--- config.mk ---
export PLATFORM = sky130hd
export DESIGN_NAME = bsc_cfg_regs
export DESIGN_NICKNAME = d
export VERILOG_FILES = /design/src/hw/rtl/bsc_pkg.sv /design/src/hw/rtl/bsc_cfg_regs.sv
export SDC_FILE = /design/constraint.sdc
export NUM_CORES = 1
export LEC_CHECK = 0
export BUFFER_PORTS_ARGS = -buffer_cell sky130_fd_sc_hd__clkbuf_2
export CAP_MARGIN = 10
export CELL_PAD_IN_SITES_DETAIL_PLACEMENT = 0
export CELL_PAD_IN_SITES_GLOBAL_PLACEMENT = 1
export CORE_ASPECT_RATIO = 1.1
export CORE_UTILIZATION = 44
export DETAILED_ROUTE_END_ITERATION = 10
export PLACE_DENSITY = 0.82
export SYNTH_ARGS = -nofsm -noshare
export SYNTH_HDL_FRONTEND = slang
export SYNTH_SLANG_ARGS = --single-unit
--- constraint.sdc ---
create_clock -name clk -period 2.1 [get_ports clk]
set_input_delay 0.42 -clock clk [delete_from_list [all_inputs] [get_ports clk]]
set_output_delay 0.42 -clock clk [all_outputs]
set_load 0.02 [all_outputs]
--- src/hw/rtl/bsc_pkg.sv ---
`timescale 1ns / 1ps
// ----------------------------------------------------------------------------
// bsc_pkg
// Shared types and constants for the barometric sensor compensation pipeline.
// ----------------------------------------------------------------------------
package bsc_pkg;

    localparam int CONV_W  = 24;   // raw conversion width
    localparam int WORD_W  = 16;   // calibration word width
    localparam int IDX_W   = 3;    // configuration index width
    localparam int DT_W    = 25;   // signed temperature difference
    localparam int TEMP_W  = 19;   // temperature in centidegrees
    localparam int T2_W    = 18;   // second-order temperature term
    localparam int SQ_W    = 37;   // squared temperature distances
    localparam int OFF_W   = 40;   // offset / sensitivity, signed
    localparam int PRESS_W = 32;

    localparam int TEMP_REF  = 2000;
    localparam int TEMP_COLD = -1500;

    typedef enum logic [IDX_W-1:0] {
        REG_SENS     = 3'd0,
        REG_OFF      = 3'd1,
        REG_TCS      = 3'd2,
        REG_TCO      = 3'd3,
        REG_TREF     = 3'd4,
        REG_TEMPSENS = 3'd5
    } cfg_idx_t;

    typedef struct packed {
        logic [WORD_W-1:0] sens;
        logic [WORD_W-1:0] off;
        logic [WORD_W-1:0] tcs;
        logic [WORD_W-1:0] tco;
        logic [WORD_W-1:0] tref;
        logic [WORD_W-1:0] tempsens;
    } coef_t;

    // first-order results
    typedef struct packed {
        logic        [CONV_W-1:0] d1;
        logic signed [TEMP_W-1:0] temp;
        logic        [T2_W-1:0]   t2;
        logic signed [OFF_W-1:0]  off1;
        logic signed [OFF_W-1:0]  sens1;
    } fo_t;

    // corrected offset and sensitivity, final temperature
    typedef struct packed {
        logic        [CONV_W-1:0] d1;
        logic signed [TEMP_W-1:0] temp_out;
        logic                     cold;
        logic signed [OFF_W-1:0]  off;
        logic signed [OFF_W-1:0]  sens;
    } so_t;

endpackage

--- src/hw/rtl/bsc_cfg_regs.sv ---
`timescale 1ns / 1ps
// ----------------------------------------------------------------------------
// bsc_cfg_regs
// Calibration word register file, written through a plain write port.
// ----------------------------------------------------------------------------
module bsc_cfg_regs
(
    input  logic                         clk,
    input  logic                         rst_n,
    input  logic                         cfg_we,
    input  logic [bsc_pkg::IDX_W-1:0]    cfg_index,
    input  logic [bsc_pkg::WORD_W-1:0]   cfg_wdata,
    output bsc_pkg::coef_t               coef
);

    bsc_pkg::coef_t coef_reg;

    always_ff @(posedge clk or negedge rst_n)
    begin
        if (!rst_n)
        begin
            coef_reg <= '0;
        end
        else if (cfg_we)
        begin
            unique case (bsc_pkg::cfg_idx_t'(cfg_index))
                bsc_pkg::REG_SENS:     coef_reg.sens     <= cfg_wdata;
                bsc_pkg::REG_OFF:      coef_reg.off      <= cfg_wdata;
                bsc_pkg::REG_TCS:      coef_reg.tcs      <= cfg_wdata;
                bsc_pkg::REG_TCO:      coef_reg.tco      <= cfg_wdata;
                bsc_pkg::REG_TREF:     coef_reg.tref     <= cfg_wdata;
                bsc_pkg::REG_TEMPSENS: coef_reg.tempsens <= cfg_wdata;
                default:               coef_reg          <= coef_reg;
            endcase
        end
    end

    assign coef = coef_reg;

endmodule

Word-level counts from Yosys, hierarchy flattened
Cells that the tools add are included.

word-level totals
  memories = 0
  memory bits (writable) = 0
  word-level logic and storage cells = 18
  bits in read-only memories = 0
  input port bits = 22
  flip-flop bits (word level) = 96
  output and inout port bits = 96
  latch bits = 0

operators by class
  equality and inequality tests = 5
  multipliers = 0
  divide/modulo/power cells = 0
  bitwise operators = 0
  reductions and logical operators = 7
  $add $sub $neg = 0
  shift operators = 0
  mux-type cells = 0
  $lt $le $gt $ge = 0

operators with widths
  kind                                           count
  AND reduction 2 bit                            6
  == test 3 x 2 -> 1 bit, second input constant  2
  == test 3 bit, second input constant           2
  == test 3 x 1 -> 1 bit, second input constant  1
  logical NOT 3 bit                              1

Longest topological paths before layout
  word-level depth = 2
  gate-level depth with buffers = 5
  mapped depth without buffers = 2

Least setup slack after synthesis
OpenSTA, ideal clock, no wires.

  kind = input to register
  start point = in cfg_index[0] (netlist name)
  end point = reg coef_reg (netlist bit coef[80])
  data arrival time = 1483 ps
  setup slack = 492 ps
  required time = 1975 ps
  cell stages on the path = 4
  setup time = 125 ps
  buffers on the path = 2
  cell sequence = buf_6 -> nor4b_4 -> buf_6 -> mux2_2

on the way
  word-level cells in the longest chain between the ends = 2

ends and longest elaborated chain
  element                               line                text
  start, declared                       bsc_cfg_regs.sv:11  input logic [bsc_pkg::IDX_W-1:0] cfg_index,
  logical NOT 3 bit                     bsc_cfg_regs.sv:26  unique case (bsc_pkg::cfg_idx_t'(cfg_index))
  AND reduction 2 bit (no source line)  n/a
  end signal, assigned                  bsc_cfg_regs.sv:33  default: coef_reg <= coef_reg;
  end, declared                         bsc_cfg_regs.sv:16  bsc_pkg::coef_t coef_reg;

No other way between the ends.
A chain may end at the register's enable or synchronous reset.

Worst setup path in the final report
  start point = in cfg_index[2] (netlist name)
  end point = reg coef_reg (netlist bit coef[40])

on the way
  word-level cells in the longest chain between the ends = 2

ends and longest elaborated chain
  element                               line
  == test 3 x 2 -> 1 bit                bsc_cfg_regs.sv:26
  AND reduction 2 bit (no source line)  n/a

No other way between the ends.

==> qor.csv <==
stage,metric,value,unit
run_status,run_status,finished clean,
cts,ctsHoldBuffers,0,
cells_and_area,final_util,0.574,
place,post-place-ws,230,ps
setup_path,endpoint_kind,flop,
sta,tns,0,ps
sta,grt_setup_unrepaired,false,
grt,grtUsageTotal,0.180,
sta,setup_viol,0,
cts,clock-root-buffer,clkbuf_8,
floorplan,fp.dieW,89.2,um
cts,htree_levels,3,
cells_and_area,diodes,0,
detailed_routing,drc,0,
setup_path,slowest_delay,650,ps
sta,fin_skew,0,ps
cts,cts_buffers,9,
setup_path,crit_buf_inv,1,
synthesis,netlist_instances,208,
sta,worst_slew_pin_slew,657,ps
synthesis,syn_area,0.00368,mm^2
detailed_routing,drtIter0Drc,35,
cells_and_area,num-fill-cells,702,
sta,timing.final.ws_setup,624,ps
place,io_buffers,117,
sta,drv_slew,0,
cts,clkTransAtPathRegs,80,ps
setup_path,regToRegSetupSlack,1310,ps
cells_and_area,nets,353,
synthesis,synth_seq_cells,96,
setup_path,critical-path-top-delay-family,simple AND/OR/NAND/NOR gates,
power,powerDensity,1170,mW/mm^2
synthesis,synthSimpleGateAreaFrac,0.0248,
power,ir_drop,489,uV
synthesis,synth_fp_nets,230,
cells_and_area,multi_input_area,0.00117,mm^2
floorplan,die_area,0.00873,mm^2
cts,clockBufferDepth,2,
cells_and_area,seq_area,0.00240,mm^2
sta,post-route-min-period,1480,ps
synthesis,synthMuxAreaShare,0.294,
cts,post_cts_buffers,0,
cts,clock_latency,340,ps
job,cap_viol_max_count,0,
floorplan,rows,34,
synthesis,ys_types,10,
detailed_routing,finalWirelength,7340,um
cts,cts_tree,done,
detailed_routing,wl_per_cell,16.6,um
grt,grt_pass1_wl,11800,um
floorplan,core,0.00800,mm^2
detailed_routing,first_pass_iters,4,
sta,hold_viol_final,0,
grt,grt_max_degree,47,
synthesis,synth_top_family_by_area,multiplexers,
detailed_routing,viasPerCell,4.98,
place,dp_hpwl,5190,um
floorplan,pin_count,118,
detailed_routing,drtAntennaViolNets,0,
setup_path,rr_startpoint,coef[8]$_DFFE_PN0P_,
setup_path,critical_path_class,in -> reg,
floorplan,initial_core_util,0.460,
synthesis,synth-compound-area-share,0,
synthesis,yosys_warnings,0,
setup_path,worst-path-max-fanout,16,
setup_path,crit_slowest_cell,nand4b_2,
sta,relSlewSlack,0.560,
synthesis,synth_fa_ha_area_frac,0,
synthesis,synthXorXnorAreaFrac,0,
setup_path,critical_path_arrival,1700,ps
floorplan,die_y,97.9,um
cells_and_area,area_delta_synth_final,24.8,%
hold_path,worstHoldPathType,in -> async,
cells_and_area,layout-drive-gt1-share,0.707,
detailed_routing,dr_total_vias,2205,
power,p_leak,2.22,nW
sta,fmax,677,MHz
grt,antenna_found_initial,0,
setup_path,worst_setup_path_start_kind,input port,
cts,cts_sinks,96,
setup_path,crit_path_start,cfg_index[2],
setup_path,reg2regPathDepth,1,
cts,cts_resized,0,
grt,grt_pass1_vias,2249,
setup_path,worstSetupPathDepth,3,
setup_path,worstReg2RegEnd,coef[8]$_DFFE_PN0P_,
setup_path,cp_cell_sequence,"clkbuf_2, nand4b_2, mux2_2",
setup_path,crit_required,2330,ps
synthesis,syn_avg_cell_area,17.7,um^2
place,place_congestion,0.702,
cells_and_area,largest_register_ff_count,96,
grt,grt-ovfl-total,0,
sta,fin_crit_sh,0.703,
sta,hold_ws,43.8,ps
setup_path,endpoint,coef[40]$_DFFE_PN0P_,
synthesis,synth-seq-area-share,0.653,
## layout by cell type, fill, tap and decap left out, drive strengths merged
master  instances
nand4b          2
dfrtp          96
mux2           96
nor4b           1
clkinv          1
and4bb          3
inv             1
buf             6
bufinv          3
clkbuf        126
## metal layers
layer	GRT usage	vias to the layer above	part of all wire	routed length, um
met2	0.263	85	0.45	3320
met5	0	-	0	0
met1	0.262	1121	0.46	3390
met4	0.0598	0	0.011	82
li1	-	991	-	-
met3	0.0448	8	0.074	542
## metrics by stage
stage / std cells / area [um^2] / total power [mW]
global placement: 428 / 4350 / 3.95
global route: 443 / 4590 / 5.62
floorplan: 208 / 3680 / 3.39
CTS: 443 / 4590 / 5.42
finish: 443 / 4590 / 5.35
detailed placement: 428 / 4350 / 3.99
## power breakdown
group	internal [mW]	switching (mW)	leakage, nW	total (mW)
clock network	0.820	0.598	0.123	1.42
registers	2.25	0.211	1.15	2.46
logic	0.593	0.875	0.950	1.47
## cells in the mapped netlist
cell | number | area share
dfrtp_1 | 96 | 0.65
mux2_2 | 95 | 0.29
buf_6 | 7 | 0.021
and4bb_2 | 2 | 0.0068
buf_2 | 2 | 0.0027
nand4b_2 | 2 | 0.0082
and4bb_1 | 1 | 0.0034
buf_8 | 1 | 0.0041
mux2_1 | 1 | 0.0031
nor4b_4 | 1 | 0.0065
## final cells by class
class                      count  share of cell area
clock buffer                  10              0.0300
clock inverter                 5              0.0226
multi-input combinational    102               0.255
sequential                    96               0.523
tap                          108              0.0294
timing repair buffer         122               0.139
## logic make-up (layout without fill, tap and decap cells)
group / Yosys count / in the layout
muxes: 96 / 96
DFF: 96 / 96
buffers and inverters: 10 / 137
and+or+nand+nor: 6 / 6
## how the worst min path moves through the flow
stage          cells after the start  startpoint              endpoint  slack, ps
5_1_grt                            1       rst_n  coef[38]$_DFFE_PN0P_         80
4_1_cts                            1       rst_n  coef[38]$_DFFE_PN0P_         50
2_1_floorplan                      0       rst_n   coef[0]$_DFFE_PN0P_        120
3_5_place_dp                       1       rst_n  coef[92]$_DFFE_PN0P_        430
3_3_place_gp                       1       rst_n  coef[92]$_DFFE_PN0P_        430
6_report                           1       rst_n  coef[76]$_DFFE_PN0P_         40
Note: power is estimated with default switching activity, not from simulation.
