<file path="config.mk">
export PLATFORM = sky130hd
export DESIGN_NAME = bsc_second_order
export DESIGN_NICKNAME = d
export VERILOG_FILES = /design/src/hw/rtl/bsc_pkg.sv /design/src/hw/rtl/bsc_second_order.sv
export SDC_FILE = /design/constraint.sdc
export NUM_CORES = 2
export LEC_CHECK = 0
export BUFFER_PORTS_ARGS = -buffer_cell sky130_fd_sc_hd__buf_2
export CORE_ASPECT_RATIO = 1.75
export CORE_MARGIN = 2
export CORE_UTILIZATION = 25
export CTS_CLUSTER_DIAMETER = 60
export DETAILED_ROUTE_END_ITERATION = 8
export SLEW_MARGIN = 25
export SYNTH_ARGS = -nofsm -noshare
export SYNTH_HDL_FRONTEND = slang
export SYNTH_SLANG_ARGS = --single-unit
</file>
<file path="constraint.sdc">
create_clock -name clk -period 20.2 [get_ports clk]
set_input_delay 4.04 -clock clk [delete_from_list [all_inputs] [get_ports clk]]
set_output_delay 4.04 -clock clk [all_outputs]
set_load 0.03 [all_outputs]
</file>
<file path="src/hw/rtl/bsc_pkg.sv">
`timescale 1ns / 1ps
// ----------------------------------------------------------------------------
// bsc_pkg
// Shared types and constants for the barometric sensor compensation pipeline.
// ----------------------------------------------------------------------------
package bsc_pkg;

    localparam int CONV_W  = 24;   // raw conversion width
    localparam int WORD_W  = 16;   // calibration word width
    localparam int IDX_W   = 3;    // configuration index width
    localparam int DT_W    = 25;   // signed temperature difference
    localparam int TEMP_W  = 19;   // temperature in centidegrees
    localparam int T2_W    = 18;   // second-order temperature term
    localparam int SQ_W    = 37;   // squared temperature distances
    localparam int OFF_W   = 40;   // offset / sensitivity, signed
    localparam int PRESS_W = 32;

    localparam int TEMP_REF  = 2000;
    localparam int TEMP_COLD = -1500;

    typedef enum logic [IDX_W-1:0] {
        REG_SENS     = 3'd0,
        REG_OFF      = 3'd1,
        REG_TCS      = 3'd2,
        REG_TCO      = 3'd3,
        REG_TREF     = 3'd4,
        REG_TEMPSENS = 3'd5
    } cfg_idx_t;

    typedef struct packed {
        logic [WORD_W-1:0] sens;
        logic [WORD_W-1:0] off;
        logic [WORD_W-1:0] tcs;
        logic [WORD_W-1:0] tco;
        logic [WORD_W-1:0] tref;
        logic [WORD_W-1:0] tempsens;
    } coef_t;

    // first-order results
    typedef struct packed {
        logic        [CONV_W-1:0] d1;
        logic signed [TEMP_W-1:0] temp;
        logic        [T2_W-1:0]   t2;
        logic signed [OFF_W-1:0]  off1;
        logic signed [OFF_W-1:0]  sens1;
    } fo_t;

    // corrected offset and sensitivity, final temperature
    typedef struct packed {
        logic        [CONV_W-1:0] d1;
        logic signed [TEMP_W-1:0] temp_out;
        logic                     cold;
        logic signed [OFF_W-1:0]  off;
        logic signed [OFF_W-1:0]  sens;
    } so_t;

endpackage

</file>
<file path="src/hw/rtl/bsc_second_order.sv">
`timescale 1ns / 1ps
// ----------------------------------------------------------------------------
// bsc_second_order
// Three stages: cold flags and squares, OFF2 / SENS2 / T2 terms, correction.
// ----------------------------------------------------------------------------
module bsc_second_order
(
    input  logic            clk,
    input  logic            rst_n,
    input  logic            in_valid,
    output logic            in_stall,
    input  bsc_pkg::fo_t    fo,
    output logic            out_valid,
    input  logic            out_stall,
    output bsc_pkg::so_t    so
);

    localparam int TW  = bsc_pkg::TEMP_W;
    localparam int SQW = bsc_pkg::SQ_W;
    localparam int OW  = bsc_pkg::OFF_W;

    logic v1_reg, v2_reg, v3_reg;
    logic hold1, hold2, hold3;

    assign hold3    = v3_reg & out_stall;
    assign hold2    = v2_reg & hold3;
    assign hold1    = v1_reg & hold2;
    assign in_stall = hold1;

    always_ff @(posedge clk or negedge rst_n)
    begin
        if (!rst_n)
        begin
            v1_reg <= 1'b0;
            v2_reg <= 1'b0;
            v3_reg <= 1'b0;
        end
        else
        begin
            if (!hold1) v1_reg <= in_valid;
            if (!hold2) v2_reg <= v1_reg;
            if (!hold3) v3_reg <= v2_reg;
        end
    end

    // stage 1: distances from the two thresholds, squared
    logic signed [TW-1:0]  a_dist, b_dist;
    logic signed [2*TW-1:0] aa_full, bb_full;

    assign a_dist  = fo.temp - TW'(bsc_pkg::TEMP_REF);
    assign b_dist  = fo.temp - TW'(bsc_pkg::TEMP_COLD);
    assign aa_full = a_dist * a_dist;
    assign bb_full = b_dist * b_dist;

    bsc_pkg::fo_t   fo1_reg;
    logic           cold1_reg, severe1_reg;
    logic [SQW-1:0] aa_reg, bb_reg;

    // stage 2: correction terms, zero when warm
    logic [OW:0]    aa5, bb7, bb11;
    logic [OW-1:0]  off2_next, sens2_next;
    logic signed [TW-1:0] temp_out_next;

    assign aa5  = (OW+1)'(aa_reg) + ((OW+1)'(aa_reg) << 2);
    assign bb7  = ((OW+1)'(bb_reg) << 3) - (OW+1)'(bb_reg);
    assign bb11 = ((OW+1)'(bb_reg) << 3) + ((OW+1)'(bb_reg) << 1) + (OW+1)'(bb_reg);

    always_comb
    begin
        off2_next     = '0;
        sens2_next    = '0;
        temp_out_next = fo1_reg.temp;
        if (cold1_reg)
        begin
            off2_next     = OW'(aa5 >> 1);
            sens2_next    = OW'(aa5 >> 2);
            temp_out_next = fo1_reg.temp - TW'(fo1_reg.t2);
            if (severe1_reg)
            begin
                off2_next  = off2_next + OW'(bb7);
                sens2_next = sens2_next + OW'(bb11 >> 1);
            end
        end
    end

    logic        [bsc_pkg::CONV_W-1:0] d1_2_reg;
    logic signed [TW-1:0]              temp_out_2_reg;
    logic                              cold2_reg;
    logic signed [OW-1:0]              off1_2_reg, sens1_2_reg;
    logic        [OW-1:0]              off2_reg, sens2_reg;

    // stage 3: subtract
    bsc_pkg::so_t so_next, so_reg;

    always_comb
    begin
        so_next.d1       = d1_2_reg;
        so_next.temp_out = temp_out_2_reg;
        so_next.cold     = cold2_reg;
        so_next.off      = off1_2_reg - $signed(off2_reg);
        so_next.sens     = sens1_2_reg - $signed(sens2_reg);
    end

    always_ff @(posedge clk)
    begin
        if (!hold1 && in_valid)
        begin
            fo1_reg     <= fo;
            cold1_reg   <= fo.temp < TW'(bsc_pkg::TEMP_REF);
            severe1_reg <= fo.temp < TW'(bsc_pkg::TEMP_COLD);
            aa_reg      <= aa_full[SQW-1:0];
            bb_reg      <= bb_full[SQW-1:0];
        end
        if (!hold2 && v1_reg)
        begin
            d1_2_reg       <= fo1_reg.d1;
            temp_out_2_reg <= temp_out_next;
            cold2_reg      <= cold1_reg;
            off1_2_reg     <= fo1_reg.off1;
            sens1_2_reg    <= fo1_reg.sens1;
            off2_reg       <= off2_next;
            sens2_reg      <= sens2_next;
        end
        if (!hold3 && v2_reg)
        begin
            so_reg <= so_next;
        end
    end

    assign out_valid = v3_reg;
    assign so        = so_reg;

endmodule

</file>
* Word level (Yosys, flattened, before mapping) *
Cells that the tools add are included.
W data, S select, Z words.

storage, ports and cells
  bits in registers = 548
  input port bits = 145
  word-level logic and storage cells = 53

cells by class
  multipliers = 2
  $add $sub $neg = 11
  mux-type cells = 3
  reductions and logical operators = 7
  bitwise operators = 3
  magnitude comparators = 2

operators by type and width
  kind                      number
  $sub A40 B40 Y40          2
  $mul A19 B19 Y37          2
  $add A40 B38 Y41          1
  $add A41 B37 Y41          1
  $add A37 B39 Y40          1
  $add A38 B40 Y40          1
  $add A39 B40 Y40          1
  $mux W40                  1
  $sub A40 B37 Y40          1
  $mux W39                  1
  $lt A19 B12 Y1 const B    2
  $sub A19 B12 Y19 const B  2
  $mux W19                  1
  $sub A19 B18 Y19          1
  $and A1 B1 Y1             3
  $logic_and A1 B1 Y1       3
  $logic_not A1 Y1          3
  $reduce_and A2 Y1         1

* Longest topological paths before layout *
  word-level depth = 5
  mapped depth = 37

* Worst setup path after synthesis *
OpenSTA, ideal clock, no wires.

  path kind = input-to-reg
  from = input out_stall
  to = register so_reg, in the netlist so[0], enable pin
  arrival = 12.968 ns
  path slack = 6.435 ns
  library setup time = 0.797 ns
  path buffers = 0
  required time = 19.403 ns
  cell stages on the path = 1
  cell sequence = a21boi_0

between the ends
  cells in the longest elaborated chain, start to end = 3

RTL lines
  element               RTL line                 source
  start, declared       bsc_second_order.sv:14   input logic out_stall,
  $and A1 B1 Y1         bsc_second_order.sv:25   assign hold3 = v3_reg & out_stall;
  $logic_not A1 Y1      bsc_second_order.sv:124  if (!hold3 && v2_reg)
  $logic_and A1 B1 Y1   bsc_second_order.sv:124
  end signal, assigned  bsc_second_order.sv:126  so_reg <= so_next;
  end, declared         bsc_second_order.sv:93   bsc_pkg::so_t so_next, so_reg;

No other way between the ends.
A chain may end at the register's enable or synchronous reset.

* Final worst setup path *
  from = input fo[102] in the netlist's numbering
  to = register bb_reg[35], data pin

between the ends
  cells in the longest elaborated chain, start to end = 2

RTL lines
  element                RTL line                 source
  start, declared        bsc_second_order.sv:12   input bsc_pkg::fo_t fo,
  $sub A19 B12 Y19       bsc_second_order.sv:51   assign b_dist = fo.temp - TW'(bsc_pkg::TEMP_COLD);
  $mul A19 B19 Y37       bsc_second_order.sv:53   assign bb_full = b_dist * b_dist;
  named net bb_full[35]  bsc_second_order.sv:48   logic signed [2*TW-1:0] aa_full, bb_full;
  end signal, assigned   bsc_second_order.sv:112  bb_reg <= bb_full[SQW-1:0];
  end, declared          bsc_second_order.sv:57   logic [SQW-1:0] aa_reg, bb_reg;

The timed path passes the listed nets, and every way through them passes these cells.

==> reports/results.ini <==
[timing]
slew_headroom_pct = 29.1
setup_viol = 0
grt_setup_unrepaired = no
slew_viol_final = 0
fmax_mhz = 75.2
fin_crit_ps = 13300
worst_slew_pin_slew_ps = 1060
fin_crit_sh_pct = 65.8
skew_ps = 45.7
hold_viol_final = 0
final.setup.tns_ps = 0

[die]
start_util_pct = 25.1
die_w_um = 360
die-area_mm2 = 0.225
core_mm2 = 0.220
io-pin-count = 271
rows = 228
die_y_um = 627

[synth]
postSynth.topFlopCell = edfxtp_1
yosysTopAreaCellShare_pct = 29.3
yosys.cell_types.count = 98
synth-seq-area-share_pct = 29.4
synth_edf_count = 540
async_flop_share_pct = 0.552
syn-num-nets = 6619
yosysTopAreaCell = edfxtp_1
syn_avg_cell_area_um2 = 10.5
synth_most_common_cell = inv_1
yosys-top-cells-count = inv_1, fa_1, edfxtp_1
synth_area_mm2 = 0.0554
ys_ff_latch = 543
synthCells = 5262
yosys-top-cells-area = edfxtp_1, fa_1, ha_1
ys_warn_count = 0

[global_route]
gr-total-overflow = 0
grt_use_total_pct = 14.7
grt_pass1_wl_um = 251000
grt_pass1_vias = 43203
grt_max_degree = 125
antenna_found_initial = 12

[clock_tree]
cts_max_level = 3
cts_setup_buffers = 0
cts_sinks = 543
clkLatencyLatePin_ps = 700
clk_pin_slew_ps = 70
cts_max_path_buffers = 3
clockRootBuffer = clkbuf_16
cts_buffers = 70
hold_buffers = 0
cts_resized = 0
tritoncts = done

[final_layout]
final_nets = 6922
multiInputGateArea_mm2 = 0.0348
largest_register_ff_count = 141
regArea_mm2 = 0.0163
area_growth_pct = 13.7
drive_gt1_share_pct = 9.41
fillers = 23021

[worst_setup_path]
start_kind = input port
crit_top_cell = inv_1
crit_buf_inv = 9
cp_data_required_time_ps = 20630
critPathMaxFanout = 18
crit_arrival_ps = 13730
critPathSlowestCell = xor2_1
critical-path-top-delay-family = adder cells
slowest_delay_ps = 650
path_class = input port to register
end_kind = register

[place]
gp_congestion = 0.957
post-dp-hpwl_um = 134000
io_buffers = 270

[routing]
drcViolationCount = 0
wirelength_um = 165000
via_count = 38959
drtIter0Drc = 1974
first_pass_iters = 7
vias_per_cell = 4.58
ant_nets = 0
wl_per_cell_um = 19.4

[run]
maxCapViolCount = 0

[hold_path]
hp-class = register to register

[status]
status = finished clean

## layer usage
metal / global-route usage, % / wire (um) / vias up
met2: 28.5 / 89000 / 1032
met5: 0 / 67 / -
met4: 9.31 / 11400 / 10
met3: 1.86 / 6160 / 451
li1: - / - / 17977
met1: 14.5 / 58100 / 19489
## cell type report
| cell class | count | share of cell area [%] |
|---|---|---|
| multi-input combinational | 3558 | 55.3 |
| inverter | 1071 | 6.38 |
| sequential | 543 | 25.9 |
| timing repair buffer | 321 | 2.78 |
| tap | 2875 | 5.71 |
| clock inverter | 49 | 1.02 |
| antenna | 3 | 0.0119 |
| clock buffer | 80 | 2.94 |
## cells by family after synthesis
logic type	after synthesis	share of synthesized area, %
buffers and inverters	1161	7.89
other	1	0.00677
AOI/OAI and AO/OA	934	11.1
DFF	543	29.4
muxes	19	0.371
xor gates and xnor gates	321	5.08
adders and majority gates	1212	37.2
and+or+nand+nor	1071	8.87
## worst paths after layout
check,start,end,slack (ps),cells past startpoint
max in group asynchronous,rst_n,out_valid$_DFFE_PN0N_,16940,1
max reg2reg,aa_reg[2]$_DFFE_PP_,off2_reg[38]$_SDFFCE_PN0P_,12790,23
min,fo1_reg[18]$_DFFE_PP_,sens1_2_reg[18]$_DFFE_PP_,410,0
min reg2reg,fo1_reg[18]$_DFFE_PP_,sens1_2_reg[18]$_DFFE_PP_,410,0
max,fo[102],bb_reg[35]$_DFFE_PP_,6900,33
min in group asynchronous,rst_n,v2_reg$_DFFE_PN0N_,3130,1
## cell usage in the layout (no fill, tap or decap), types with 14 or more instances in the layout
master     count
o21ai_1       30
nand3_1       63
xor2_1        92
o21a_1        35
edfxtp_1     540
nor2b_1       39
ha_1         487
a21o_1       146
nor3_1        59
a21oi_1      301
buf_2        270
fa_1         725
o31ai_1       17
and2_1        40
nand4_1       21
o21ai_0      122
nand2_1      375
o211ai_1      23
buf_4         49
a211oi_1      35
nand2b_1      50
xnor2_1      218
or3_1         14
and3_1        41
o21bai_1      50
clkbuf_16     72
nor2_1       309
a31oi_1       22
inv_1       1058
## worst reg2reg max path, delay by kind of cell, from the launching register on
family / cells / cell delay (ps)
AND/OR/NAND/NOR: 5 / 1570
AO/OA/AOI/OAI: 13 / 3450
flip-flops: 1 / 600
buffers and inverters: 1 / 210
adder cells (fa/ha/maj): 4 / 1360
## through the flow
step / std cells / setup WS (ps) / hold WS [ps] / utilization, % / area [um2]
after floorplan: 5262 / 6430 / 400 / - / 55400
after global placement: 8368 / 6340 / 403 / 27.5 / 60500
after detailed placement: 8368 / 6230 / 405 / 27.5 / 60500
after CTS: 8497 / 6950 / 399 / 28.6 / 63000
after global routing: 8498 / 6350 / 418 / 28.6 / 63000
final: 8500 / 6900 / 407 / 28.6 / 63000
Power is not shown: default switching activity piles up to over one toggle a cycle in this logic, so the estimate is an artifact.
