$ cat src/hw/rtl/bsc_pkg.sv
`timescale 1ns / 1ps
// ----------------------------------------------------------------------------
// bsc_pkg
// Shared types and constants for the barometric sensor compensation pipeline.
// ----------------------------------------------------------------------------
package bsc_pkg;

    localparam int CONV_W  = 24;   // raw conversion width
    localparam int WORD_W  = 16;   // calibration word width
    localparam int IDX_W   = 3;    // configuration index width
    localparam int DT_W    = 25;   // signed temperature difference
    localparam int TEMP_W  = 19;   // temperature in centidegrees
    localparam int T2_W    = 18;   // second-order temperature term
    localparam int SQ_W    = 37;   // squared temperature distances
    localparam int OFF_W   = 40;   // offset / sensitivity, signed
    localparam int PRESS_W = 32;

    localparam int TEMP_REF  = 2000;
    localparam int TEMP_COLD = -1500;

    typedef enum logic [IDX_W-1:0] {
        REG_SENS     = 3'd0,
        REG_OFF      = 3'd1,
        REG_TCS      = 3'd2,
        REG_TCO      = 3'd3,
        REG_TREF     = 3'd4,
        REG_TEMPSENS = 3'd5
    } cfg_idx_t;

    typedef struct packed {
        logic [WORD_W-1:0] sens;
        logic [WORD_W-1:0] off;
        logic [WORD_W-1:0] tcs;
        logic [WORD_W-1:0] tco;
        logic [WORD_W-1:0] tref;
        logic [WORD_W-1:0] tempsens;
    } coef_t;

    // first-order results
    typedef struct packed {
        logic        [CONV_W-1:0] d1;
        logic signed [TEMP_W-1:0] temp;
        logic        [T2_W-1:0]   t2;
        logic signed [OFF_W-1:0]  off1;
        logic signed [OFF_W-1:0]  sens1;
    } fo_t;

    // corrected offset and sensitivity, final temperature
    typedef struct packed {
        logic        [CONV_W-1:0] d1;
        logic signed [TEMP_W-1:0] temp_out;
        logic                     cold;
        logic signed [OFF_W-1:0]  off;
        logic signed [OFF_W-1:0]  sens;
    } so_t;

endpackage

$ cat src/hw/rtl/bsc_pressure.sv
`timescale 1ns / 1ps
// ----------------------------------------------------------------------------
// bsc_pressure
// Three stages: split D1 x SENS product, recombine and scale, subtract OFF
// and saturate.
// ----------------------------------------------------------------------------
module bsc_pressure
(
    input  logic                                 clk,
    input  logic                                 rst_n,
    input  logic                                 in_valid,
    output logic                                 in_stall,
    input  bsc_pkg::so_t                         so,
    output logic                                 out_valid,
    input  logic                                 out_stall,
    output logic signed [bsc_pkg::TEMP_W-1:0]    temp_centideg,
    output logic signed [bsc_pkg::PRESS_W-1:0]   pressure_pa,
    output logic                                 cold_corrected
);

    localparam int OW   = bsc_pkg::OFF_W;
    localparam int HW   = bsc_pkg::CONV_W / 2;   // D1 half width
    localparam int PP_W = OW + HW + 1;           // partial product width
    localparam int PR_W = 64;
    localparam int Q_W  = PR_W - 21;
    localparam int DF_W = Q_W + 1;

    logic v1_reg, v2_reg, v3_reg;
    logic hold1, hold2, hold3;

    assign hold3    = v3_reg & out_stall;
    assign hold2    = v2_reg & hold3;
    assign hold1    = v1_reg & hold2;
    assign in_stall = hold1;

    always_ff @(posedge clk or negedge rst_n)
    begin
        if (!rst_n)
        begin
            v1_reg <= 1'b0;
            v2_reg <= 1'b0;
            v3_reg <= 1'b0;
        end
        else
        begin
            if (!hold1) v1_reg <= in_valid;
            if (!hold2) v2_reg <= v1_reg;
            if (!hold3) v3_reg <= v2_reg;
        end
    end

    // stage 1: two partial products on the D1 halves
    logic signed [PP_W-1:0] lo_next, hi_next, lo_reg, hi_reg;
    logic signed [bsc_pkg::TEMP_W-1:0] temp1_reg, temp2_reg, temp3_reg;
    logic cold1_reg, cold2_reg, cold3_reg;
    logic signed [OW-1:0] off1_reg, off2_reg;

    assign lo_next = so.sens * $signed({1'b0, so.d1[HW-1:0]});
    assign hi_next = so.sens * $signed({1'b0, so.d1[2*HW-1:HW]});

    // stage 2: recombine, divide by 2^21 toward zero
    logic signed [PR_W-1:0] prod, prod_adj, prod_q;
    logic signed [Q_W-1:0]  q_reg;

    assign prod     = (PR_W'(hi_reg) <<< HW) + PR_W'(lo_reg);
    assign prod_adj = prod + $signed({{(PR_W-21){1'b0}}, {21{prod[PR_W-1]}}});
    assign prod_q   = prod_adj >>> 21;

    // stage 3: subtract OFF, divide by 2^15 toward zero, clamp
    logic signed [DF_W-1:0] diff, diff_adj, p_full;
    logic signed [bsc_pkg::PRESS_W-1:0] p_next, p_reg;

    assign diff     = DF_W'(q_reg) - DF_W'(off2_reg);
    assign diff_adj = diff + $signed({{(DF_W-15){1'b0}}, {15{diff[DF_W-1]}}});
    assign p_full   = diff_adj >>> 15;

    always_comb
    begin
        if (p_full > DF_W'(64'sd2147483647))
            p_next = 32'sh7FFF_FFFF;
        else if (p_full < DF_W'(-64'sd2147483648))
            p_next = 32'sh8000_0000;
        else
            p_next = p_full[bsc_pkg::PRESS_W-1:0];
    end

    always_ff @(posedge clk)
    begin
        if (!hold1 && in_valid)
        begin
            lo_reg    <= lo_next;
            hi_reg    <= hi_next;
            temp1_reg <= so.temp_out;
            cold1_reg <= so.cold;
            off1_reg  <= so.off;
        end
        if (!hold2 && v1_reg)
        begin
            q_reg     <= prod_q[Q_W-1:0];
            temp2_reg <= temp1_reg;
            cold2_reg <= cold1_reg;
            off2_reg  <= off1_reg;
        end
        if (!hold3 && v2_reg)
        begin
            p_reg     <= p_next;
            temp3_reg <= temp2_reg;
            cold3_reg <= cold2_reg;
        end
    end

    assign out_valid      = v3_reg;
    assign temp_centideg  = temp3_reg;
    assign pressure_pa    = p_reg;
    assign cold_corrected = cold3_reg;

endmodule

$ cat config.mk
export PLATFORM = sky130hd
export DESIGN_NAME = bsc_pressure
export DESIGN_NICKNAME = d
export VERILOG_FILES = /design/src/hw/rtl/bsc_pkg.sv /design/src/hw/rtl/bsc_pressure.sv
export SDC_FILE = /design/constraint.sdc
export NUM_CORES = 2
export LEC_CHECK = 0
export ABC_AREA = 1
export BUFFER_PORTS_ARGS = -buffer_cell sky130_fd_sc_hd__buf_2
export CAP_MARGIN = 20
export CORE_MARGIN = 2
export CORE_UTILIZATION = 55
export DETAILED_ROUTE_END_ITERATION = 12
export PLACE_DENSITY = 0.73
export SLEW_MARGIN = 20
export SYNTH_ARGS = -nofsm -noshare
export SYNTH_HDL_FRONTEND = slang
export SYNTH_SLANG_ARGS = --single-unit
$ cat constraint.sdc
create_clock -name clk -period 11.35 [get_ports clk]
set_input_delay 0.5675 -clock clk [delete_from_list [all_inputs] [get_ports clk]]
set_output_delay 0.5675 -clock clk [all_outputs]
set_load 0.01 [all_outputs]
After elaboration in Yosys (flattened, before gate mapping)
Cells that the tools add are included.

storage, ports and cells
  flip-flop bits (word level) = 323
  bits in latches = 0
  memory bits (writable) = 0
  ROM bits = 0
  input port bits = 128
  output and inout bits = 54
  logic and storage cells = 33
  memories = 0

operators by class
  $add $sub $neg = 4
  multiply operators = 2
  div/mod/pow operators = 0
  magnitude comparators = 2
  eq/ne operators = 0
  shift operators = 0
  muxes and demuxes = 1
  bitwise logic cells = 3
  reduce and logical (&&, ||, !) cells = 6

operators with widths
  kind                    count
  $add A64 B22 Y64        1
  $add A64 B53 Y64        1
  $mul A40 B13 Y53        1
  $mul A40 B13 Y52        1
  $add A44 B16 Y44        1
  $sub A43 B40 Y44        1
  $gt A29 B32 Y1 const B  1
  $lt A29 B32 Y1 const B  1
  $mux W32                1
  $and A1 B1 Y1           3
  $logic_and A1 B1 Y1     3
  $logic_not A1 Y1        3

Logic depth before layout (Yosys ltp)
  word-level depth = 5
  mapped depth = 30
  depth with buffers taken out = 29

Worst setup path after synthesis
Ideal clock, no wire load.

  path kind = input port to flip-flop
  from = input port out_stall
  to = register cold1_reg (enable)
  setup time = 0.692 ns
  arrival = 7.686 ns
  data required time = 10.658 ns
  slack = 2.972 ns
  cell stages on the path = 5
  path buffers = 0
  cells stage by stage = nand2_1 > nor2_1 > inv_1 > nor2_1 > nor2_1

on the way
  longest elaborated chain between the ends = 5

ends and longest elaborated chain
  item                  RTL line            text
  start, declared       bsc_pressure.sv:15  input logic out_stall,
  $and A1 B1 Y1         bsc_pressure.sv:31  assign hold3 = v3_reg & out_stall;
  $and A1 B1 Y1         bsc_pressure.sv:32  assign hold2 = v2_reg & hold3;
  $and A1 B1 Y1         bsc_pressure.sv:33  assign hold1 = v1_reg & hold2;
  via in_stall          bsc_pressure.sv:12  output logic in_stall,
  $logic_not A1 Y1      bsc_pressure.sv:89  if (!hold1 && in_valid)
  $logic_and A1 B1 Y1   bsc_pressure.sv:89
  end signal, assigned  bsc_pressure.sv:94  cold1_reg <= so.cold;
  end, declared         bsc_pressure.sv:55  logic cold1_reg, cold2_reg, cold3_reg;

The timed path passes the listed nets, and every way through them passes these cells.
A chain may end at the register's enable or synchronous reset.

Worst setup path in the final report
  from = input port so[103] in the netlist's numbering
  to = register lo_reg[31], data pin

on the way
  longest elaborated chain between the ends = 1

ends and longest elaborated chain
  item                  RTL line            text
  start, declared       bsc_pressure.sv:13  input bsc_pkg::so_t so,
  $mul A40 B13 Y53      bsc_pressure.sv:58  assign lo_next = so.sens * $signed({1'b0, so.d1[HW-1:0]});
  via lo_next[31]       bsc_pressure.sv:53  logic signed [PP_W-1:0] lo_next, hi_next, lo_reg, hi_reg;
  end signal, assigned  bsc_pressure.sv:91  lo_reg <= lo_next;
  end, declared         bsc_pressure.sv:53

The timed path passes the listed nets, and every way through them passes these cells.

==> results.toml <==
[sta]
post-route-period-util_pct = 57.66
timing.slew.headroom_pct = 23.35
setup_violations = 0
rsz0062_at_grt = "no"
worstMarginPinSlew_ns = 1.150
fin_skew_ns = 0.02502
drv_slew = 0
max_freq_ghz = 0.1528
fin_setup_tns_ns = 0
period_needed_ns = 6.545
hold_viol_final = 0

[routing]
drt-initial-drc-count = 3207
via_per_inst = 5.390
wire_per_inst_um = 19.21
wirelength_mm = 159.5
postRouteAntennaNets = 0
via_count = 44760
drtPass1Iterations = 6
drc = 0

[cells_and_area]
drive_gt1_share_pct = 5.334
design_area_sq_mm = 0.05732
num-fill-cells = 8990
largest_reg_flops = 53
area_delta_synth_final_pct = 5.807
utilization_pct = 58.49
fin_nets = 8296
instances_no_fill = 8304

[yosys]
syn_nets = 8241
async_flop_share_pct = 0.9346
synth_edf_count = 318
syn_avg_cell_area_sq_um = 7.817
ys_top_cells_by_count = "nand2_1, inv_1, fa_1"
syn-cell-area_sq_mm = 0.05417
syn_inst = 6930
synth_ff_type = "edfxtp_1"
synth.most_common_cell = "nand2_1"
ys.warnings.count = 0
yosys-top-cells-area = "fa_1, edfxtp_1, nand2_1"
seq_area_frac_synth_pct = 17.77
ys_ff_latch = 321
post-synth-top-area-cell = "fa_1"
synth_top_area_share_pct = 30.86
yosys.cell_types.count = 64

[floorplanning]
chipHeight_um = 317.8
dieArea_sq_mm = 0.1010
core-area_sq_mm = 0.09799
start_util_pct = 55.28
placementRows = 115
io-pin-count = 182
die_w_um = 317.8

[outcome]
status = "finished clean"

[place]
place_congestion = 0.9758
hpwl_mm = 130.4
dp.cells = 8232
dpl_cell_area_sq_mm = 0.05613
port_buffers = 181

[critical_path]
worst_setup_path_start_kind = "primary input"
cp_max_fo = 29
cp_data_required_time_ns = 11.65
end_kind = "flop"
crit_arrival_ns = 6.85
path_class = "primary input to flop"
r2r_setup_slack_ns = 6.23

[cts]
htree_num_levels = 2
clockBufferDepth = 3
cts_buffers = 37
post_cts_buffers = 0
clk_pin_slew_ns = 0.07
cts_tree = "yes"
cts_sinks = 321
cts-root-buf = "clkbuf_16"
clk_latency_ns = 0.57

[global_routing]
grt_max_degree = 67
grt_overflow = 0
grtUsageTotal_pct = 32.26
grt_first_pass_wirelength_mm = 257.1
grt_pass1_vias = 47480
antenna_found_initial = 6

[run]
maxCapViolCount = 0

[worst_hold_path]
hp-class = "primary input to flop"
-- path summary, 6_finish.rpt --
kind / start / end / cells after the start
worst max-delay path: so[103] / lo_reg[31] / 23
worst min-delay path: so[58] / off1_reg[18] / 1
worst max register to register: lo_reg[52] / q_reg[35] / 22
worst min register to register: temp2_reg[7] / temp_centideg[7] / 0
max in group asynchronous: rst_n / v2_reg / 2
min in group asynchronous: rst_n / v1_reg / 2
-- final cells by class --
| class | instances | area, sq um | share of cell area, % |
|---|---|---|---|
| Multi-Input combinational cell | 4656 | 37220 | 64.93 |
| Antenna cell | 6 | 15.01 | 0.02620 |
| Sequential cell | 321 | 9624 | 16.79 |
| Clock inverter | 24 | 219.0 | 0.3820 |
| Timing Repair Buffer | 199 | 1044 | 1.821 |
| Tap cell | 1287 | 1610 | 2.809 |
| Inverter | 1770 | 6646 | 11.60 |
| Clock buffer | 41 | 940.9 | 1.642 |
-- what timing repair did --
action,in CTS,in global routing
hold buffers,1,0
hold endpoints to repair,3,0
resized for setup,0,0
-- per-stage QoR --
stage | setup WS [ns] | hold slack [ns]
2_1_floorplan | 2.972 | 0.2719
3_3_place_gp | 4.299 | 0.3670
3_5_place_dp | 4.244 | 0.3717
4_1_cts | 4.837 | 0.1492
5_1_grt | 4.504 | 0.1623
6_report | 4.805 | 0.1778
-- per-layer routing --
metal  share of wire [%]  track usage (%)
met4                 3.6            11.49
met3                 7.3            4.694
met5                   0                0
met2                  48            55.29
met1                  41            41.75
-- critical path, stage by stage --
cell and delay [ns]:
buf_2 0.31, buf_4 0.49, nand2_1 0.13, fa_1 0.51
inv_1 0.05, fa_1 0.48, inv_1 0.05, fa_1 0.52
inv_1 0.07, fa_1 0.45, fa_1 0.47, ha_1 0.38
nand2_1 0.19, o211ai_1 0.42, nand2_1 0.09, nand2_1 0.11
nand2_1 0.06, nand2_1 0.19, a21oi_1 0.14, o21a_1 0.22
o21ai_0 0.55, a31oi_1 0.18, xnor2_1 0.16
-- placed cells by master (no fill, tap or decap), types with 29 or more instances in the layout --
cell	synthesis	layout
nand2_1	1844	1844
inv_1	1757	1756
fa_1	835	835
nor2_1	446	445
ha_1	348	348
edfxtp_1	318	318
a21oi_1	287	286
nand3_1	187	187
buf_2	2	181
o21ai_0	142	142
xor2_1	115	115
xnor2_1	68	68
nand4_1	41	41
a31oi_1	37	37
clkbuf_16	0	37
nor3_1	32	32
o21bai_1	29	29
-- kinds of logic (layout without fill, tap and decap cells) --
group / Yosys count / after routing / share of synthesized area (%)
AO/OA/AOI/OAI: 595 / 595 / 6.211
XOR/XNOR: 196 / 196 / 3.370
adder cells (fa/ha/maj): 1183 / 1183 / 38.90
buffers and inverters: 1953 / 2034 / 13.57
flip-flops: 321 / 321 / 17.77
other: 0 / 6 / 0
AND/OR/NAND/NOR: 2682 / 2682 / 20.19
Power is left out: the tool's default activity adds up to more than one toggle a clock period on the data nets, which glitch-free logic cannot reach.
