--- src/hw/rtl/bsc_pkg.sv ---
`timescale 1ns / 1ps
// ----------------------------------------------------------------------------
// bsc_pkg
// Shared types and constants for the barometric sensor compensation pipeline.
// ----------------------------------------------------------------------------
package bsc_pkg;

    localparam int CONV_W  = 24;   // raw conversion width
    localparam int WORD_W  = 16;   // calibration word width
    localparam int IDX_W   = 3;    // configuration index width
    localparam int DT_W    = 25;   // signed temperature difference
    localparam int TEMP_W  = 19;   // temperature in centidegrees
    localparam int T2_W    = 18;   // second-order temperature term
    localparam int SQ_W    = 37;   // squared temperature distances
    localparam int OFF_W   = 40;   // offset / sensitivity, signed
    localparam int PRESS_W = 32;

    localparam int TEMP_REF  = 2000;
    localparam int TEMP_COLD = -1500;

    typedef enum logic [IDX_W-1:0] {
        REG_SENS     = 3'd0,
        REG_OFF      = 3'd1,
        REG_TCS      = 3'd2,
        REG_TCO      = 3'd3,
        REG_TREF     = 3'd4,
        REG_TEMPSENS = 3'd5
    } cfg_idx_t;

    typedef struct packed {
        logic [WORD_W-1:0] sens;
        logic [WORD_W-1:0] off;
        logic [WORD_W-1:0] tcs;
        logic [WORD_W-1:0] tco;
        logic [WORD_W-1:0] tref;
        logic [WORD_W-1:0] tempsens;
    } coef_t;

    // first-order results
    typedef struct packed {
        logic        [CONV_W-1:0] d1;
        logic signed [TEMP_W-1:0] temp;
        logic        [T2_W-1:0]   t2;
        logic signed [OFF_W-1:0]  off1;
        logic signed [OFF_W-1:0]  sens1;
    } fo_t;

    // corrected offset and sensitivity, final temperature
    typedef struct packed {
        logic        [CONV_W-1:0] d1;
        logic signed [TEMP_W-1:0] temp_out;
        logic                     cold;
        logic signed [OFF_W-1:0]  off;
        logic signed [OFF_W-1:0]  sens;
    } so_t;

endpackage

--- src/hw/rtl/bsc_first_order.sv ---
`timescale 1ns / 1ps
// ----------------------------------------------------------------------------
// bsc_first_order
// Three stages: dT, the four products, first-order TEMP / OFF / SENS and T2.
// ----------------------------------------------------------------------------
module bsc_first_order
(
    input  logic                         clk,
    input  logic                         rst_n,
    input  bsc_pkg::coef_t               coef,
    input  logic                         in_valid,
    output logic                         in_stall,
    input  logic [bsc_pkg::CONV_W-1:0]   d2,
    input  logic [bsc_pkg::CONV_W-1:0]   d1,
    output logic                         out_valid,
    input  logic                         out_stall,
    output bsc_pkg::fo_t                 fo
);

    localparam int MP_W = 42;   // dT times a 16-bit word, signed
    localparam int DD_W = 49;   // dT squared, never negative

    logic v1_reg, v2_reg, v3_reg;
    logic hold1, hold2, hold3;

    assign hold3    = v3_reg & out_stall;
    assign hold2    = v2_reg & hold3;
    assign hold1    = v1_reg & hold2;
    assign in_stall = hold1;

    always_ff @(posedge clk or negedge rst_n)
    begin
        if (!rst_n)
        begin
            v1_reg <= 1'b0;
            v2_reg <= 1'b0;
            v3_reg <= 1'b0;
        end
        else
        begin
            if (!hold1) v1_reg <= in_valid;
            if (!hold2) v2_reg <= v1_reg;
            if (!hold3) v3_reg <= v2_reg;
        end
    end

    // stage 1: dT
    logic        [bsc_pkg::CONV_W-1:0] d1_1_reg;
    logic signed [bsc_pkg::DT_W-1:0]   dt_1_reg;
    logic signed [bsc_pkg::DT_W-1:0]   dt_next;

    assign dt_next = $signed({1'b0, d2}) - $signed({1'b0, coef.tref, 8'h00});

    // stage 2: products
    logic        [bsc_pkg::CONV_W-1:0] d1_2_reg;
    logic signed [MP_W-1:0]            mt_reg, mo_reg, ms_reg;
    logic signed [MP_W-1:0]            mt_next, mo_next, ms_next;
    logic        [DD_W-1:0]            dd_reg;
    logic signed [DD_W:0]              dd_next;

    assign mt_next = dt_1_reg * $signed({1'b0, coef.tempsens});
    assign mo_next = dt_1_reg * $signed({1'b0, coef.tco});
    assign ms_next = dt_1_reg * $signed({1'b0, coef.tcs});
    assign dd_next = dt_1_reg * dt_1_reg;

    // stage 3: truncating shifts and the base terms
    logic signed [MP_W-1:0] mt_adj, mo_adj, ms_adj;
    logic signed [MP_W-1:0] qt, qo, qs;
    bsc_pkg::fo_t           fo_next, fo_reg;

    assign mt_adj = mt_reg + $signed({{(MP_W-23){1'b0}}, {23{mt_reg[MP_W-1]}}});
    assign mo_adj = mo_reg + $signed({{(MP_W-7){1'b0}},  {7{mo_reg[MP_W-1]}}});
    assign ms_adj = ms_reg + $signed({{(MP_W-8){1'b0}},  {8{ms_reg[MP_W-1]}}});
    assign qt     = mt_adj >>> 23;
    assign qo     = mo_adj >>> 7;
    assign qs     = ms_adj >>> 8;

    always_comb
    begin
        fo_next.d1    = d1_2_reg;
        fo_next.temp  = qt[bsc_pkg::TEMP_W-1:0]
                      + bsc_pkg::TEMP_W'(bsc_pkg::TEMP_REF);
        fo_next.t2    = dd_reg[DD_W-1:31];
        fo_next.off1  = bsc_pkg::OFF_W'(qo)
                      + $signed({8'h00, coef.off, 16'h0000});
        fo_next.sens1 = bsc_pkg::OFF_W'(qs)
                      + $signed({9'h000, coef.sens, 15'h0000});
    end

    always_ff @(posedge clk)
    begin
        if (!hold1 && in_valid)
        begin
            d1_1_reg <= d1;
            dt_1_reg <= dt_next;
        end
        if (!hold2 && v1_reg)
        begin
            d1_2_reg <= d1_1_reg;
            mt_reg   <= mt_next;
            mo_reg   <= mo_next;
            ms_reg   <= ms_next;
            dd_reg   <= dd_next[DD_W-1:0];
        end
        if (!hold3 && v2_reg)
        begin
            fo_reg <= fo_next;
        end
    end

    assign out_valid = v3_reg;
    assign fo        = fo_reg;

endmodule

--- config.mk ---
export PLATFORM = sky130hd
export DESIGN_NAME = bsc_first_order
export DESIGN_NICKNAME = d
export VERILOG_FILES = /design/src/hw/rtl/bsc_pkg.sv /design/src/hw/rtl/bsc_first_order.sv
export SDC_FILE = /design/constraint.sdc
export NUM_CORES = 2
export LEC_CHECK = 0
export BUFFER_PORTS_ARGS = -buffer_cell sky130_fd_sc_hd__buf_2
export CORE_AREA = 3 3 350 352
export CTS_CLUSTER_DIAMETER = 30
export DETAILED_ROUTE_END_ITERATION = 7
export DIE_AREA = 0 0 353 355
export HOLD_SLACK_MARGIN = 0.03
export PLACE_DENSITY = 0.83
export SYNTH_ARGS = -nofsm -noshare
export SYNTH_HDL_FRONTEND = slang
export SYNTH_SLANG_ARGS = --single-unit
export TNS_END_PERCENT = 20
--- constraint.sdc ---
create_clock -name clk -period 15.4 [get_ports clk]
set_input_delay 3.08 -clock clk [delete_from_list [all_inputs] [get_ports clk]]
set_output_delay 3.08 -clock clk [all_outputs]
set_load 0.03 [all_outputs]
Word-level counts from Yosys, hierarchy flattened
Index checks and enable logic that the tools add are counted.
- bitwise logic cells: 3
- add/sub/neg operators: 7
- reduce and logical (&&, ||, !) cells: 6
- multiply operators: 4
- operators with widths (cell ; number):
    $mul A25 B17 Y42 ; 3
    $mul A25 B25 Y49 ; 1
    $add A42 B24 Y42 ; 1
    $add A42 B8 Y42 ; 1
    $add A42 B9 Y42 ; 1
    $add A35 B33 Y36 ; 1
    $add A34 B32 Y35 ; 1
    $sub A24 B24 Y25 ; 1
    $add A19 B11 Y19 const B ; 1
    $and A1 B1 Y1 ; 3
    $logic_and A1 B1 Y1 ; 3
    $logic_not A1 Y1 ; 3
- output and inout bits: 143
- input port bits: 148
- register bits after elaboration: 392

Longest topological paths before layout
- depth after elaboration: 5
- depth in mapped cells: 30

Least setup slack after synthesis
No wires, ideal clock.
- kind: input -> register
- start point: input out_stall
- end point: register fo_reg, in the netlist fo[0] (enable)
- arrival time: 12580 ps
- library setup time: 825 ps
- path buffers: 0
- stages: 1
- slack: 1995 ps
- path through: a21boi_0
- word-level cells in the longest chain between the ends: 3
- RTL lines (element ; RTL line ; RTL):
    from (decl) ; bsc_first_order.sv:16 ; input logic out_stall,
    $and A1 B1 Y1 ; bsc_first_order.sv:26 ; assign hold3 = v3_reg & out_stall;
    $logic_not A1 Y1 ; bsc_first_order.sv:105 ; if (!hold3 && v2_reg)
    $logic_and A1 B1 Y1 ; bsc_first_order.sv:105 ;
    to (signal assigned) ; bsc_first_order.sv:107 ; fo_reg <= fo_next;
    to (decl) ; bsc_first_order.sv:69 ; bsc_pkg::fo_t fo_next, fo_reg;
Every way passes these cells.
A chain may end at the register's enable or synchronous reset.

Final worst setup path
- start point: input coef[37] (netlist bit)
- end point: register mo_reg[41] (data pin)
- word-level cells in the longest chain between the ends: 1
- RTL lines (element ; RTL line ; RTL):
    from (decl) ; bsc_first_order.sv:10 ; input bsc_pkg::coef_t coef,
    $mul A25 B17 Y42 ; bsc_first_order.sv:62 ; assign mo_next = dt_1_reg * $signed({1'b0, coef.tco});
    net mo_next[41] ; bsc_first_order.sv:57 ; logic signed [MP_W-1:0] mt_next, mo_next, ms_next;
    to (signal assigned) ; bsc_first_order.sv:101 ; mo_reg <= mo_next;
    to (decl) ; bsc_first_order.sv:56 ; logic signed [MP_W-1:0] mt_reg, mo_reg, ms_reg;
The timed path passes the listed nets, and every way through them passes these cells.

==> flow_summary.json <==
{
  "path_class": "in -> reg",
  "hold_viol": 0,
  "io_pins": 291,
  "cp.arrival_ns": 9.53,
  "fmax_mhz": 109.4,
  "drtAntennaViolNets": 0,
  "antenna_found_initial": 14,
  "cp.depth": 22,
  "yosysWarnings": 0,
  "relSlewSlack_pct": 19.71,
  "drtIter0Drc": 3722,
  "yosys-top-cells-count": "inv_1 (2054), fa_1 (1773), nand2_1 (999)",
  "postCtsSetupBuffers": 0,
  "maxCapViolations": 0,
  "synth_top_flop_cell": "edfxtp_1",
  "dp.cells": 9490,
  "yosys-top-cells-area": "fa_1 (46%), edfxtp_1 (14%), inv_1 (10%)",
  "cp_max_fo": 25,
  "ys_ff_latch": 352,
  "fin_crit_sh_pct": 59.36,
  "fp.dieH_um": 355,
  "synthAdderAreaFrac_pct": 54.62,
  "hold_path.class": "reg -> reg",
  "synth_most_common_cell": "inv_1",
  "globalplace.congestion": 0.9093,
  "crit_start": "coef[37]",
  "avgSynthCellArea_um2": 9.849,
  "final_net_count": 10430,
  "area_growth_pct": 7.487,
  "yosys.area_share.simple_pct": 12.56,
  "maxSlewViolCount": 0,
  "crit_end": "mo_reg[41]",
  "dp_hpwl_um": 139100,
  "setup_tns_ns": 0,
  "synth_top_cell_by_area": "fa_1",
  "dr.pass1.iters": 6,
  "gr-usage-all-layers_pct": 29.91,
  "clk_latency_ns": 0.72,
  "synthArstFlopShare_pct": 0.8523,
  "synth_compound_gate_area_share_pct": 4.351,
  "cts_buffer_depth": 3,
  "rsz0062_at_grt": "false",
  "finClkSkew_ns": 0.07137,
  "syn_area_um2": 77480,
  "placed_area_um2": 80090,
  "syn_nets": 10330,
  "largest_reg_flops": 132,
  "r2r-start": "dt_1_reg[6]",
  "stdcell_count": 9676,
  "root_buffer": "clkbuf_16",
  "status": "finished clean",
  "die_x_um": 353,
  "rrSetupSlack_ns": 6.41,
  "cp-end-kind": "flip-flop",
  "synth_xor_area_share_pct": 3.222,
  "cp_common_cell": "fa_1",
  "num_vias": 53810,
  "reg2reg_depth": 26,
  "path_cells": "buf_2 -> nand2_1 -> fa_1 -> inv_1 -> fa_1 -> inv_1 -> fa_1 -> fa_1 -> inv_1 -> fa_1 -> fa_1 -> ha_1 -> a21o_1 -> a21o_1 -> a221oi_2 -> o22ai_1 -> a221o_1 -> a21oi_2 -> a21oi_1 -> o21a_1 -> nor2_1 -> xnor2_1",
  "critPathMaxStageDelay_ns": 0.57,
  "start_util_pct": 64.75,
  "drc_errors": 0,
  "worst-path-buf-inv": 4,
  "clock_sinks": 352,
  "drt-total-wl_um": 178000,
  "final_cell_area_um2": 83280,
  "ys_seq_area_share_pct": 13.62,
  "die-area_um2": 125300,
  "gr-total-overflow": 0,
  "viasPerCell": 5.561,
  "wire_per_inst_um": 18.40,
  "worstReg2RegEnd": "dd_reg[42]",
  "setup_ws_ns": 6.258,
  "worstPathRequired_ns": 15.79,
  "synth_cells": 7866,
  "drive_above_1_share_pct": 6.783,
  "synth_mux_area_share_pct": 0.02584,
  "port_buffers": 290,
  "worst_pin_slew_ns": 1.204,
  "crit_slowest_cell": "fa_1",
  "rows": 127,
  "grt_pass1_wl_um": 299800,
  "grt_max_degree": 76,
  "fp.coreArea_um2": 119700,
  "start_kind": "primary input",
  "synth_top_area_share_pct": 45.81,
  "finalCriticalPeriod_ns": 9.142,
  "holdBufCountCts": 0,
  "synth_top_family_by_area": "adder cells",
  "synthDistinctLibCells": 79,
  "cts_resized": 0,
  "first_global_vias": 61570,
  "htree_levels": 3,
  "crit_family": "adder cells",
  "setup_viol": 0,
  "path_clk_slew_ns": 0.05,
  "dpl_worst_slack_ns": 5.668,
  "cts_tree": "built",
  "cts-buffers-inserted": 91,
  "synth_edf_count": 349
}
-- final cells by class --
cell class	instances	area (µm²)
diodes	15	37.54
clock buffers	98	2303
clock inverters	73	848.3
fillers	8369	36380
inverters	2054	7710
multi-input cells	5130	57950
flip-flops and latches	352	10560
well taps	1612	2017
repair buffers	342	1854
-- worst min path at each step --
stage / from / to / slack (ns) / cells past startpoint
floorplan: d1_1_reg[0] / d1_2_reg[0] / 0.40 / 0
global placement: d1_1_reg[1] / d1_2_reg[1] / 0.40 / 0
detailed placement: d1_1_reg[12] / d1_2_reg[12] / 0.40 / 0
CTS: d1_1_reg[18] / d1_2_reg[18] / 0.40 / 0
global route: d1_1_reg[18] / d1_2_reg[18] / 0.40 / 0
finish: d1_1_reg[18] / d1_2_reg[18] / 0.41 / 0
-- layout by cell type, fill, tap and decap left out, drive strengths merged, types with 12 or more instances in the layout --
| cell type | n |
|---|---|
| a211oi | 22 |
| a21o | 81 |
| a21oi | 160 |
| a31oi | 19 |
| and2 | 612 |
| and3 | 30 |
| buf | 342 |
| clkbuf | 98 |
| clkinv | 44 |
| clkinvlp | 12 |
| diode | 15 |
| edfxtp | 349 |
| fa | 1773 |
| ha | 542 |
| inv | 2062 |
| nand2 | 999 |
| nand2b | 33 |
| nand3 | 53 |
| nand4 | 35 |
| nor2 | 152 |
| nor2b | 30 |
| nor3 | 36 |
| o21a | 28 |
| o21ai | 80 |
| o21bai | 16 |
| xnor2 | 204 |
| xor2 | 81 |
-- layer usage --
layer	vias up	wire, µm	track usage, %
li1	23440	-	-
met1	27510	64930	35.96
met2	2282	91250	52.16
met3	568	13280	5.771
met4	4	8524	14.19
met5	-	28	0
-- logic make-up (layout without fill, tap and decap cells) --
logic type,count (synthesis),count (layout)
AOI/OAI and AO/OA,502,502
xor gates and xnor gates,285,285
adders and majority gates,2319,2319
buffers and inverters,2384,2567
DFF,352,352
muxes,2,2
other,0,15
and+or+nand+nor,2022,2022
-- through the flow --
stage          util (%)  hold WS [ns]
2_1_floorplan         -        0.4003
3_3_place_gp      66.93        0.4001
3_5_place_dp      66.93        0.4045
4_1_cts           69.57        0.3998
5_1_grt           69.59        0.4020
6_report          69.60        0.4055
Power is left out: the tool's default activity adds up to more than one toggle a clock period on the data nets, which glitch-free logic cannot reach.
